===== config.mk =====
export PLATFORM = sky130hd
export DESIGN_NAME = unique_index_set_list
export DESIGN_NICKNAME = d
export VERILOG_FILES = /design/src/uisl_pkg.sv /design/src/uisl_ram.sv /design/src/uisl_ctrl.sv /design/src/unique_index_set_list.sv
export VERILOG_INCLUDE_DIRS = /design/src /design/src/src
export SDC_FILE = /design/constraint.sdc
export NUM_CORES = 2
export LEC_CHECK = 0
export BUFFER_PORTS_ARGS = -buffer_cell sky130_fd_sc_hd__clkbuf_2
export CAP_MARGIN = 20
export CELL_PAD_IN_SITES_DETAIL_PLACEMENT = 0
export CELL_PAD_IN_SITES_GLOBAL_PLACEMENT = 1
export CORE_ASPECT_RATIO = 0.9
export CORE_MARGIN = 2
export CORE_UTILIZATION = 50
export DETAILED_ROUTE_END_ITERATION = 6
export HOLD_SLACK_MARGIN = 0.12
export PLACE_DENSITY = 0.79
export SETUP_SLACK_MARGIN = 0.4
export SLEW_MARGIN = 20
export SYNTH_ARGS = -nofsm -noshare
export SYNTH_HDL_FRONTEND = slang
export SYNTH_SLANG_ARGS = --single-unit
export TNS_END_PERCENT = 10

===== constraint.sdc =====
create_clock -name clk -period 8 [get_ports clk]
set_clock_uncertainty 0.2 [all_clocks]
set_input_delay 1.6 -clock clk [delete_from_list [all_inputs] [get_ports clk]]
set_output_delay 1.6 -clock clk [all_outputs]
set_load 0.01 [all_outputs]

===== src/assert_macros.svh =====
// Assertion helpers for the RTL.
`ifndef ASSERT_MACROS_SVH
`define ASSERT_MACROS_SVH

// Plain property check on the rising clock edge, masked during reset.
`define UISL_ASSERT(label, prop, msg) \
  label: assert property (@(posedge clk) disable iff (!rst_n) (prop)) else $error(msg);

// Same-cycle implication.
`define UISL_ASSERT_IMP(label, ante, cons, msg) \
  `UISL_ASSERT(label, (ante) |-> (cons), msg)

// Next-cycle implication.
`define UISL_ASSERT_NEXT(label, ante, cons, msg) \
  `UISL_ASSERT(label, (ante) |=> (cons), msg)

`endif


===== src/uisl_pkg.sv =====
`timescale 1ns / 1ps
// ----------------------------------------------------------------------------
// uisl_pkg
// Shared types and constants for the unique index set list.
// ----------------------------------------------------------------------------
package uisl_pkg;

  localparam int MAX_VERTICES = 256;
  localparam int IDX_W        = $clog2(MAX_VERTICES);
  localparam int CNT_W        = $clog2(MAX_VERTICES + 1);
  localparam int VERTEX_W     = 16;
  localparam int POS_W        = 8;
  localparam int COUNT_OUT_W  = 9;

  typedef enum logic [1:0] {
    CMD_ADD    = 2'd0,
    CMD_REMOVE = 2'd1,
    CMD_FIND   = 2'd2,
    CMD_CLEAR  = 2'd3
  } cmd_t;

  typedef enum logic [1:0] {
    ST_DONE     = 2'd0,
    ST_NOCHANGE = 2'd1,
    ST_RANGE    = 2'd2
  } status_t;

  typedef enum logic [2:0] {
    S_IDLE,
    S_SRCH_RD,
    S_SRCH_CMP,
    S_SHIFT_RD,
    S_SHIFT_WR,
    S_RESULT
  } state_t;

  // entry store write port
  typedef struct packed {
    logic             en;
    logic [IDX_W-1:0] addr;
    logic [IDX_W-1:0] data;
  } wr_t;

endpackage


===== src/uisl_ram.sv =====
`timescale 1ns / 1ps
// ----------------------------------------------------------------------------
// uisl_ram
// Entry store: one write port, one read port with registered read data.
// ----------------------------------------------------------------------------
module uisl_ram (
  input  logic                        clk,
  input  uisl_pkg::wr_t               wr,
  input  logic [uisl_pkg::IDX_W-1:0]  rd_addr,
  output logic [uisl_pkg::IDX_W-1:0]  rd_data
);
  import uisl_pkg::*;

  logic [IDX_W-1:0] mem [MAX_VERTICES];
  logic [IDX_W-1:0] rd_data_r;

  always_ff @(posedge clk) begin
    if (wr.en) begin
      mem[wr.addr] <= wr.data;
    end
    rd_data_r <= mem[rd_addr];
  end

  assign rd_data = rd_data_r;

endmodule


===== src/uisl_ctrl.sv =====
`timescale 1ns / 1ps
// ----------------------------------------------------------------------------
// uisl_ctrl
// Sequencer: linear search with one shared comparator, gap-closing shift on
// remove, fill count and result register.
// ----------------------------------------------------------------------------
module uisl_ctrl (
  input  logic                                clk,
  input  logic                                rst_n,
  input  logic                                in_valid,
  output logic                                in_stall,
  input  logic [1:0]                          in_command,
  input  logic [uisl_pkg::VERTEX_W-1:0]       in_vertex,
  output logic                                out_valid,
  input  logic                                out_stall,
  output logic [1:0]                          out_status,
  output logic [uisl_pkg::POS_W-1:0]          out_position,
  output logic [uisl_pkg::COUNT_OUT_W-1:0]    out_entry_count,
  output uisl_pkg::wr_t                       wr,
  output logic [uisl_pkg::IDX_W-1:0]          rd_addr,
  input  logic [uisl_pkg::IDX_W-1:0]          rd_data
);
  import uisl_pkg::*;

  state_t                 state_r, state_nxt;
  cmd_t                   cmd_r, cmd_nxt;
  logic [IDX_W-1:0]       vtx_r, vtx_nxt;
  logic [CNT_W-1:0]       idx_r, idx_nxt;
  logic [CNT_W-1:0]       fill_r, fill_nxt;
  status_t                res_status_r, res_status_nxt;
  logic [IDX_W-1:0]       res_pos_r, res_pos_nxt;
  logic                   out_valid_r, out_valid_nxt;
  logic [1:0]             out_status_r, out_status_nxt;
  logic [POS_W-1:0]       out_pos_r, out_pos_nxt;
  logic [COUNT_OUT_W-1:0] out_cnt_r, out_cnt_nxt;

  logic [CNT_W-1:0]       idx_inc;
  logic                   in_req;
  logic                   match;

  assign idx_inc = idx_r + CNT_W'(1);
  assign in_req  = in_valid && (state_r == S_IDLE);
  assign match   = (rd_data == vtx_r);

  always_ff @(posedge clk) begin
    if (!rst_n) begin
      state_r     <= S_IDLE;
      fill_r      <= '0;
      out_valid_r <= 1'b0;
    end else begin
      state_r     <= state_nxt;
      fill_r      <= fill_nxt;
      out_valid_r <= out_valid_nxt;
    end
  end

  always_ff @(posedge clk) begin
    cmd_r        <= cmd_nxt;
    vtx_r        <= vtx_nxt;
    idx_r        <= idx_nxt;
    res_status_r <= res_status_nxt;
    res_pos_r    <= res_pos_nxt;
    out_status_r <= out_status_nxt;
    out_pos_r    <= out_pos_nxt;
    out_cnt_r    <= out_cnt_nxt;
  end

  always_comb begin
    state_nxt      = state_r;
    cmd_nxt        = cmd_r;
    vtx_nxt        = vtx_r;
    idx_nxt        = idx_r;
    fill_nxt       = fill_r;
    res_status_nxt = res_status_r;
    res_pos_nxt    = res_pos_r;
    out_valid_nxt  = out_valid_r;
    out_status_nxt = out_status_r;
    out_pos_nxt    = out_pos_r;
    out_cnt_nxt    = out_cnt_r;
    wr             = '0;
    rd_addr        = '0;

    if (!out_stall) begin
      out_valid_nxt = 1'b0;
    end

    case (state_r)
      S_IDLE: begin
        if (in_req) begin
          cmd_nxt        = cmd_t'(in_command);
          vtx_nxt        = in_vertex[IDX_W-1:0];
          idx_nxt        = '0;
          res_status_nxt = ST_DONE;
          res_pos_nxt    = '0;
          if (cmd_t'(in_command) == CMD_CLEAR) begin
            fill_nxt  = '0;
            state_nxt = S_RESULT;
          end else if (in_vertex >= VERTEX_W'(MAX_VERTICES)) begin
            res_status_nxt = ST_RANGE;
            state_nxt      = S_RESULT;
          end else begin
            state_nxt = S_SRCH_RD;
          end
        end
      end

      S_SRCH_RD: begin
        rd_addr = idx_r[IDX_W-1:0];
        if (idx_r == fill_r) begin
          // walked off the end: not present
          state_nxt = S_RESULT;
          if (cmd_r == CMD_ADD && fill_r != CNT_W'(MAX_VERTICES)) begin
            wr.en       = 1'b1;
            wr.addr     = fill_r[IDX_W-1:0];
            wr.data     = vtx_r;
            res_pos_nxt = fill_r[IDX_W-1:0];
            fill_nxt    = fill_r + CNT_W'(1);
          end else begin
            res_status_nxt = ST_NOCHANGE;
          end
        end else begin
          state_nxt = S_SRCH_CMP;
        end
      end

      S_SRCH_CMP: begin
        if (match) begin
          res_pos_nxt = idx_r[IDX_W-1:0];
          case (cmd_r)
            CMD_ADD: begin
              res_status_nxt = ST_NOCHANGE;
              state_nxt      = S_RESULT;
            end
            CMD_REMOVE: begin
              state_nxt = S_SHIFT_RD;
            end
            default: begin
              state_nxt = S_RESULT;
            end
          endcase
        end else begin
          idx_nxt   = idx_inc;
          state_nxt = S_SRCH_RD;
        end
      end

      S_SHIFT_RD: begin
        rd_addr = idx_inc[IDX_W-1:0];
        if (idx_inc >= fill_r) begin
          fill_nxt  = fill_r - CNT_W'(1);
          state_nxt = S_RESULT;
        end else begin
          state_nxt = S_SHIFT_WR;
        end
      end

      S_SHIFT_WR: begin
        wr.en     = 1'b1;
        wr.addr   = idx_r[IDX_W-1:0];
        wr.data   = rd_data;
        idx_nxt   = idx_inc;
        state_nxt = S_SHIFT_RD;
      end

      S_RESULT: begin
        if (!out_valid_r || !out_stall) begin
          out_valid_nxt  = 1'b1;
          out_status_nxt = res_status_r;
          out_pos_nxt    = POS_W'(res_pos_r);
          out_cnt_nxt    = COUNT_OUT_W'(fill_r);
          state_nxt      = S_IDLE;
        end
      end

      default: begin
        state_nxt = S_IDLE;
      end
    endcase
  end

  assign in_stall        = (state_r != S_IDLE);
  assign out_valid       = out_valid_r;
  assign out_status      = out_status_r;
  assign out_position    = out_pos_r;
  assign out_entry_count = out_cnt_r;

endmodule


===== src/unique_index_set_list.sv =====
`timescale 1ns / 1ps
// ----------------------------------------------------------------------------
// unique_index_set_list
// Packed list of distinct vertex indices with add, remove, find and clear.
// ----------------------------------------------------------------------------
// One request at a time. The entries sit in a RAM with one write port and one
// registered read port. One comparator searches them from position 0, reading
// and then comparing each entry. Clear and out-of-range requests go straight
// to the result. Remove searches up to the index, then shifts every later
// entry down, reading and then writing each one. A finished result waits in
// the output register and the next request is taken meanwhile.
module unique_index_set_list (
  input  logic        clk,
  input  logic        rst_n,
  input  logic        in_valid,
  output logic        in_stall,
  input  logic [1:0]  in_command,
  input  logic [15:0] in_vertex,
  output logic        out_valid,
  input  logic        out_stall,
  output logic [1:0]  out_status,
  output logic [7:0]  out_position,
  output logic [8:0]  out_entry_count
);
  import uisl_pkg::*;

  `include "assert_macros.svh"

  wr_t              wr;
  logic [IDX_W-1:0] rd_addr;
  logic [IDX_W-1:0] rd_data;

  uisl_ram u_ram (
    .clk     (clk),
    .wr      (wr),
    .rd_addr (rd_addr),
    .rd_data (rd_data)
  );

  uisl_ctrl u_ctrl (
    .clk             (clk),
    .rst_n           (rst_n),
    .in_valid        (in_valid),
    .in_stall        (in_stall),
    .in_command      (in_command),
    .in_vertex       (in_vertex),
    .out_valid       (out_valid),
    .out_stall       (out_stall),
    .out_status      (out_status),
    .out_position    (out_position),
    .out_entry_count (out_entry_count),
    .wr              (wr),
    .rd_addr         (rd_addr),
    .rd_data         (rd_data)
  );

  `UISL_ASSERT_IMP(a_no_write_idle, wr.en, in_stall, "entry write while idle")
  `UISL_ASSERT_NEXT(a_busy_after_req, in_valid && !in_stall, in_stall, "request not held off")
  `UISL_ASSERT_IMP(a_range_pos_zero, out_valid && out_status == ST_RANGE, out_position == '0, "range result with position")

endmodule


==> impl_metrics.yaml <==
synthesis:
  yosys_most_used_dff: "sky130_fd_sc_hd__edfxtp_1"
  postSynthNetCount: 6154
  syn_avg_cell_area_um2: 14.1
  synth_common_cells: "2096 x sky130_fd_sc_hd__edfxtp_1, 869 x sky130_fd_sc_hd__nand2_1, 512 x sky130_fd_sc_hd__a21oi_1"
  post_synth_main_area_contributors: "sky130_fd_sc_hd__edfxtp_1 73%, sky130_fd_sc_hd__nand2_1 3.8%, sky130_fd_sc_hd__a21oi_1 3.0%"
  synth.most_common_cell: "sky130_fd_sc_hd__edfxtp_1"
  yosys_register_bits: 2117
  postSynthCellCount: 6113
  fraction_of_synthesized_cell_area_taken_by_the_top_area_cell_type_pct: 73.2
  netlist.top_cell.by_area: "sky130_fd_sc_hd__edfxtp_1"
  yosys_warnings: 0
  number_of_distinct_library_cells_after_synthesis: 82
  synth_seq_area_share_pct: 73.7
  synth-async-reset-ratio_pct: 0
  synth.cell_area_um2: 86000
  synth_edf_count: 2096
cts:
  cts_htree_levels: 4
  clock_insertion_delay_at_the_later_pin_of_the_skew_report_ns: 0.84
  postCtsSetupBuffers: 0
  postCtsHoldBufs: 0
  clock_tree.root_cell: "sky130_fd_sc_hd__clkbuf_16"
  ctsLongestPathBuffers: 3
  number_of_cts_inserted_buffers: 207
  clkSlewWorstSetupHoldPaths_ns: 0.07
  postCtsResizedCells: 0
  cts_tree: "built"
  numClockSinks: 2117
min_path:
  worstHoldStart: "u_ctrl.res_pos_r[2]$_DFFE_PP_"
  hold-path-cell-count: 0
  hold-path-endpoint: "u_ctrl.out_position[2]$_DFFE_PP_"
  worstHoldPathType: "reg -> reg"
run:
  max_cap_violations: 0
critical_path:
  critPathCaptureType: "flop"
  cp_max_fo: 38
  critPathLaunchType: "flop"
  critPathArrivalTime_ns: 6.52
  rr_worst_depth: 12
  cp_data_required_time_ns: 8.58
  timing.reg2reg.setup_slack_ns: 2.06
  r2r_start: "u_ctrl.idx_r[0]$_SDFFCE_PN0P_"
  worst_r2r_endpoint: "u_ram.rd_data[7]$_DFF_P_"
  setup.worst_path.class: "reg -> reg"
power_and_ir_drop:
  switching_share_pct: 36.9
  comb_power_share_pct: 32.4
  clock_power_share_pct: 28.0
  power.share.sequential_pct: 39.6
  switchingPower_uw: 12500
  worst_ir_drop_vdd_mv: 0.307
  total_leakage_power_uw: 0.0317
  cellPowerDensity_nw_per_um2: 356
  power.internal_uw: 21300
sta:
  max_slew_margin_pct: 10.5
  timing.final.setup_violations: 0
  report.final.slew_viol_count: 0
  final.setup.worst_slack_ns: 2.06
  final.period_utilization_pct: 74.2
  hold_viol_final: 0
  tns_ns: 0
  worst_pin_slew_ns: 1.33
  rsz0062_at_grt: "false"
  max_clock_freq_mhz: 168
  period_needed_ns: 5.94
routing:
  ant_nets: 0
  wire_per_inst_um: 29.0
  vias: 55092
  post-route-drc-count: 5
  drt-vias-per-instance: 6.54
  drt_first_iter_violations: 8501
  drt_first_pass_iters: 7
  postRouteWirelength_mm: 244
final_layout:
  syn2layout_area_growth_pct: 10.2
  utilization_pct: 55.4
  drive_above_1_share_pct: 8.59
  finalNetCount: 6029
  final.fill_count: 13324
status:
  failed_checks: "DRC"
  result_of_the_run: "complete, but fails checks"
global_routing:
  grt_pass1_wl_mm: 355
  grtUsageTotal_pct: 27.5
  grt_start_max_net_pins: 162
  first_global_vias: 51738
  globalRoute.totalOverflow: 0
  antenna_violations_before_repair: 12
place:
  gp_congestion: 0.905
  hpwl_mm: 142
  dpl_worst_slack_ns: 2.18
  buffer_ports.inserted: 42
floorplanning:
  dieHeight_um: 397
  fp.dieArea_um2: 175000
  start_util_pct: 50.3
  die_x_extent_um: 441
  pin_count: 43
  placeableCoreArea_um2: 171000
  floorplan.rows: 144
[power groups by stage]
stage	Combinational [uW]	Sequential [uW]	Clock [uW]
2_1_floorplan	6650	13600	0
4_1_cts	10700	13400	9530
3_5_place_dp	10600	13600	0
6_report	10900	13400	9450
3_3_place_gp	10500	13600	0
5_1_grt	11500	13400	9950
[worst max-delay path by stage]
stage / from / to / cells after the start
floorplan: u_ctrl.state_r[2]$_SDFFE_PN0P_ / u_ram.mem[0][0]$_DFFE_PP_ / 7
global placement: u_ctrl.idx_r[0]$_SDFFCE_PN0P_ / u_ram.rd_data[7]$_DFF_P_ / 12
detailed placement: u_ctrl.idx_r[0]$_SDFFCE_PN0P_ / u_ram.rd_data[7]$_DFF_P_ / 12
CTS: u_ctrl.idx_r[0]$_SDFFCE_PN0P_ / u_ram.rd_data[7]$_DFF_P_ / 12
global route: u_ctrl.idx_r[0]$_SDFFCE_PN0P_ / u_ram.rd_data[7]$_DFF_P_ / 12
finish: u_ctrl.idx_r[0]$_SDFFCE_PN0P_ / u_ram.rd_data[7]$_DFF_P_ / 12
[routing by layer]
metal	wire (um)	share of wire (%)	GRT usage, %
met5	39	0.016	0
met4	9190	3.8	10.4
met3	29200	12	6.84
met2	107000	44	39.9
met1	98200	40	40.2
[cells in the final DEF (no fill, tap or decap), types with 10 or more instances in the layout]
master,Yosys,routed
sky130_fd_sc_hd__o221ai_1,15,15
sky130_fd_sc_hd__clkbuf_2,1,43
sky130_fd_sc_hd__bufinv_16,0,14
sky130_fd_sc_hd__o22ai_1,38,38
sky130_fd_sc_hd__ha_1,18,18
sky130_fd_sc_hd__a221oi_1,218,218
sky130_fd_sc_hd__xnor2_1,18,18
sky130_fd_sc_hd__buf_12,0,22
sky130_fd_sc_hd__and4_1,12,12
sky130_fd_sc_hd__and3_1,143,143
sky130_fd_sc_hd__inv_1,17,17
sky130_fd_sc_hd__a22o_1,32,24
sky130_fd_sc_hd__a31oi_1,56,56
sky130_fd_sc_hd__clkbuf_1,223,47
sky130_fd_sc_hd__a32oi_1,84,84
sky130_fd_sc_hd__clkbuf_16,0,213
sky130_fd_sc_hd__nand3_1,163,163
sky130_fd_sc_hd__a311oi_1,72,72
sky130_fd_sc_hd__a22oi_1,32,32
sky130_fd_sc_hd__mux2_2,30,30
sky130_fd_sc_hd__or3_1,22,22
sky130_fd_sc_hd__buf_4,18,103
sky130_fd_sc_hd__nor3_1,23,22
sky130_fd_sc_hd__xor2_1,18,18
sky130_fd_sc_hd__a21oi_1,512,510
sky130_fd_sc_hd__a32o_1,20,20
sky130_fd_sc_hd__mux2i_1,119,119
sky130_fd_sc_hd__a211oi_1,209,209
sky130_fd_sc_hd__nor2_1,300,300
sky130_fd_sc_hd__clkinv_2,0,29
sky130_fd_sc_hd__dfxtp_1,21,21
sky130_fd_sc_hd__nand2_1,869,864
sky130_fd_sc_hd__clkinv_1,1,53
sky130_fd_sc_hd__edfxtp_1,2096,2096
sky130_fd_sc_hd__o21ai_0,286,286
sky130_fd_sc_hd__or4_1,11,11
sky130_fd_sc_hd__nor4_1,10,10
[cell families after synthesis]
family	synth area share [%]
adder cells (fa/ha/maj)	0.285
buffers and inverters	2.74
XOR/XNOR	0.405
flip-flops	73.7
multiplexers	1.98
AND/OR/NAND/NOR	8.00
AO/OA/AOI/OAI	12.9
[state kept, by name, summed over array words and instances, names as in the netlist]
| signal | flops |
|---|---|
| u_ctrl.fill_r | 9 |
| u_ctrl.out_valid | 1 |
| u_ctrl.cmd_r | 2 |
| u_ctrl.state_r | 3 |
| u_ram.mem | 2048 |
| u_ctrl.out_status | 2 |
| u_ctrl.res_status_r | 2 |
| u_ctrl.vtx_r | 8 |
| u_ram.rd_data | 8 |
| u_ctrl.out_position | 8 |
| u_ctrl.idx_r | 9 |
| u_ctrl.res_pos_r | 8 |
| u_ctrl.out_entry_count | 9 |
[critical path: stages, from the launching register on]
cell and delay [ns]:
sky130_fd_sc_hd__edfxtp_1 0.74, sky130_fd_sc_hd__ha_1 0.54, sky130_fd_sc_hd__mux2i_4 0.09, sky130_fd_sc_hd__buf_4 0.29, sky130_fd_sc_hd__nor2_4 0.71, sky130_fd_sc_hd__buf_4 0.52
sky130_fd_sc_hd__buf_4 0.48, sky130_fd_sc_hd__a21oi_1 0.07, sky130_fd_sc_hd__a221oi_1 0.44, sky130_fd_sc_hd__nor3_1 0.18, sky130_fd_sc_hd__nor4_1 1.13, sky130_fd_sc_hd__o31a_1 0.27
sky130_fd_sc_hd__a32o_1 0.13
[per-stage QoR]
stage	hold slack [ns]	total power (uW)	cells	cell area (um2)
after floorplan	0.200	20300	6113	86000
after global placement	0.204	24100	8039	88200
after detailed placement	0.205	24200	8039	88200
after CTS	0.224	33600	8415	94700
after global routing	0.237	34800	8419	94700
final	0.222	33800	8422	94700
[cell type report]
class                   instances  area, um2  area share (%)
inverters                      19       71.3          0.0753
diodes                          4       10.0          0.0106
well taps                    2263       2830            2.99
repair buffers                169       1440            1.52
clock buffers                 264       5560            5.87
clock inverters               112        971            1.02
flip-flops and latches       2117      63400            66.9
multi-input cells            3474      20500            21.6
Power figures use the tool's default switching activity.
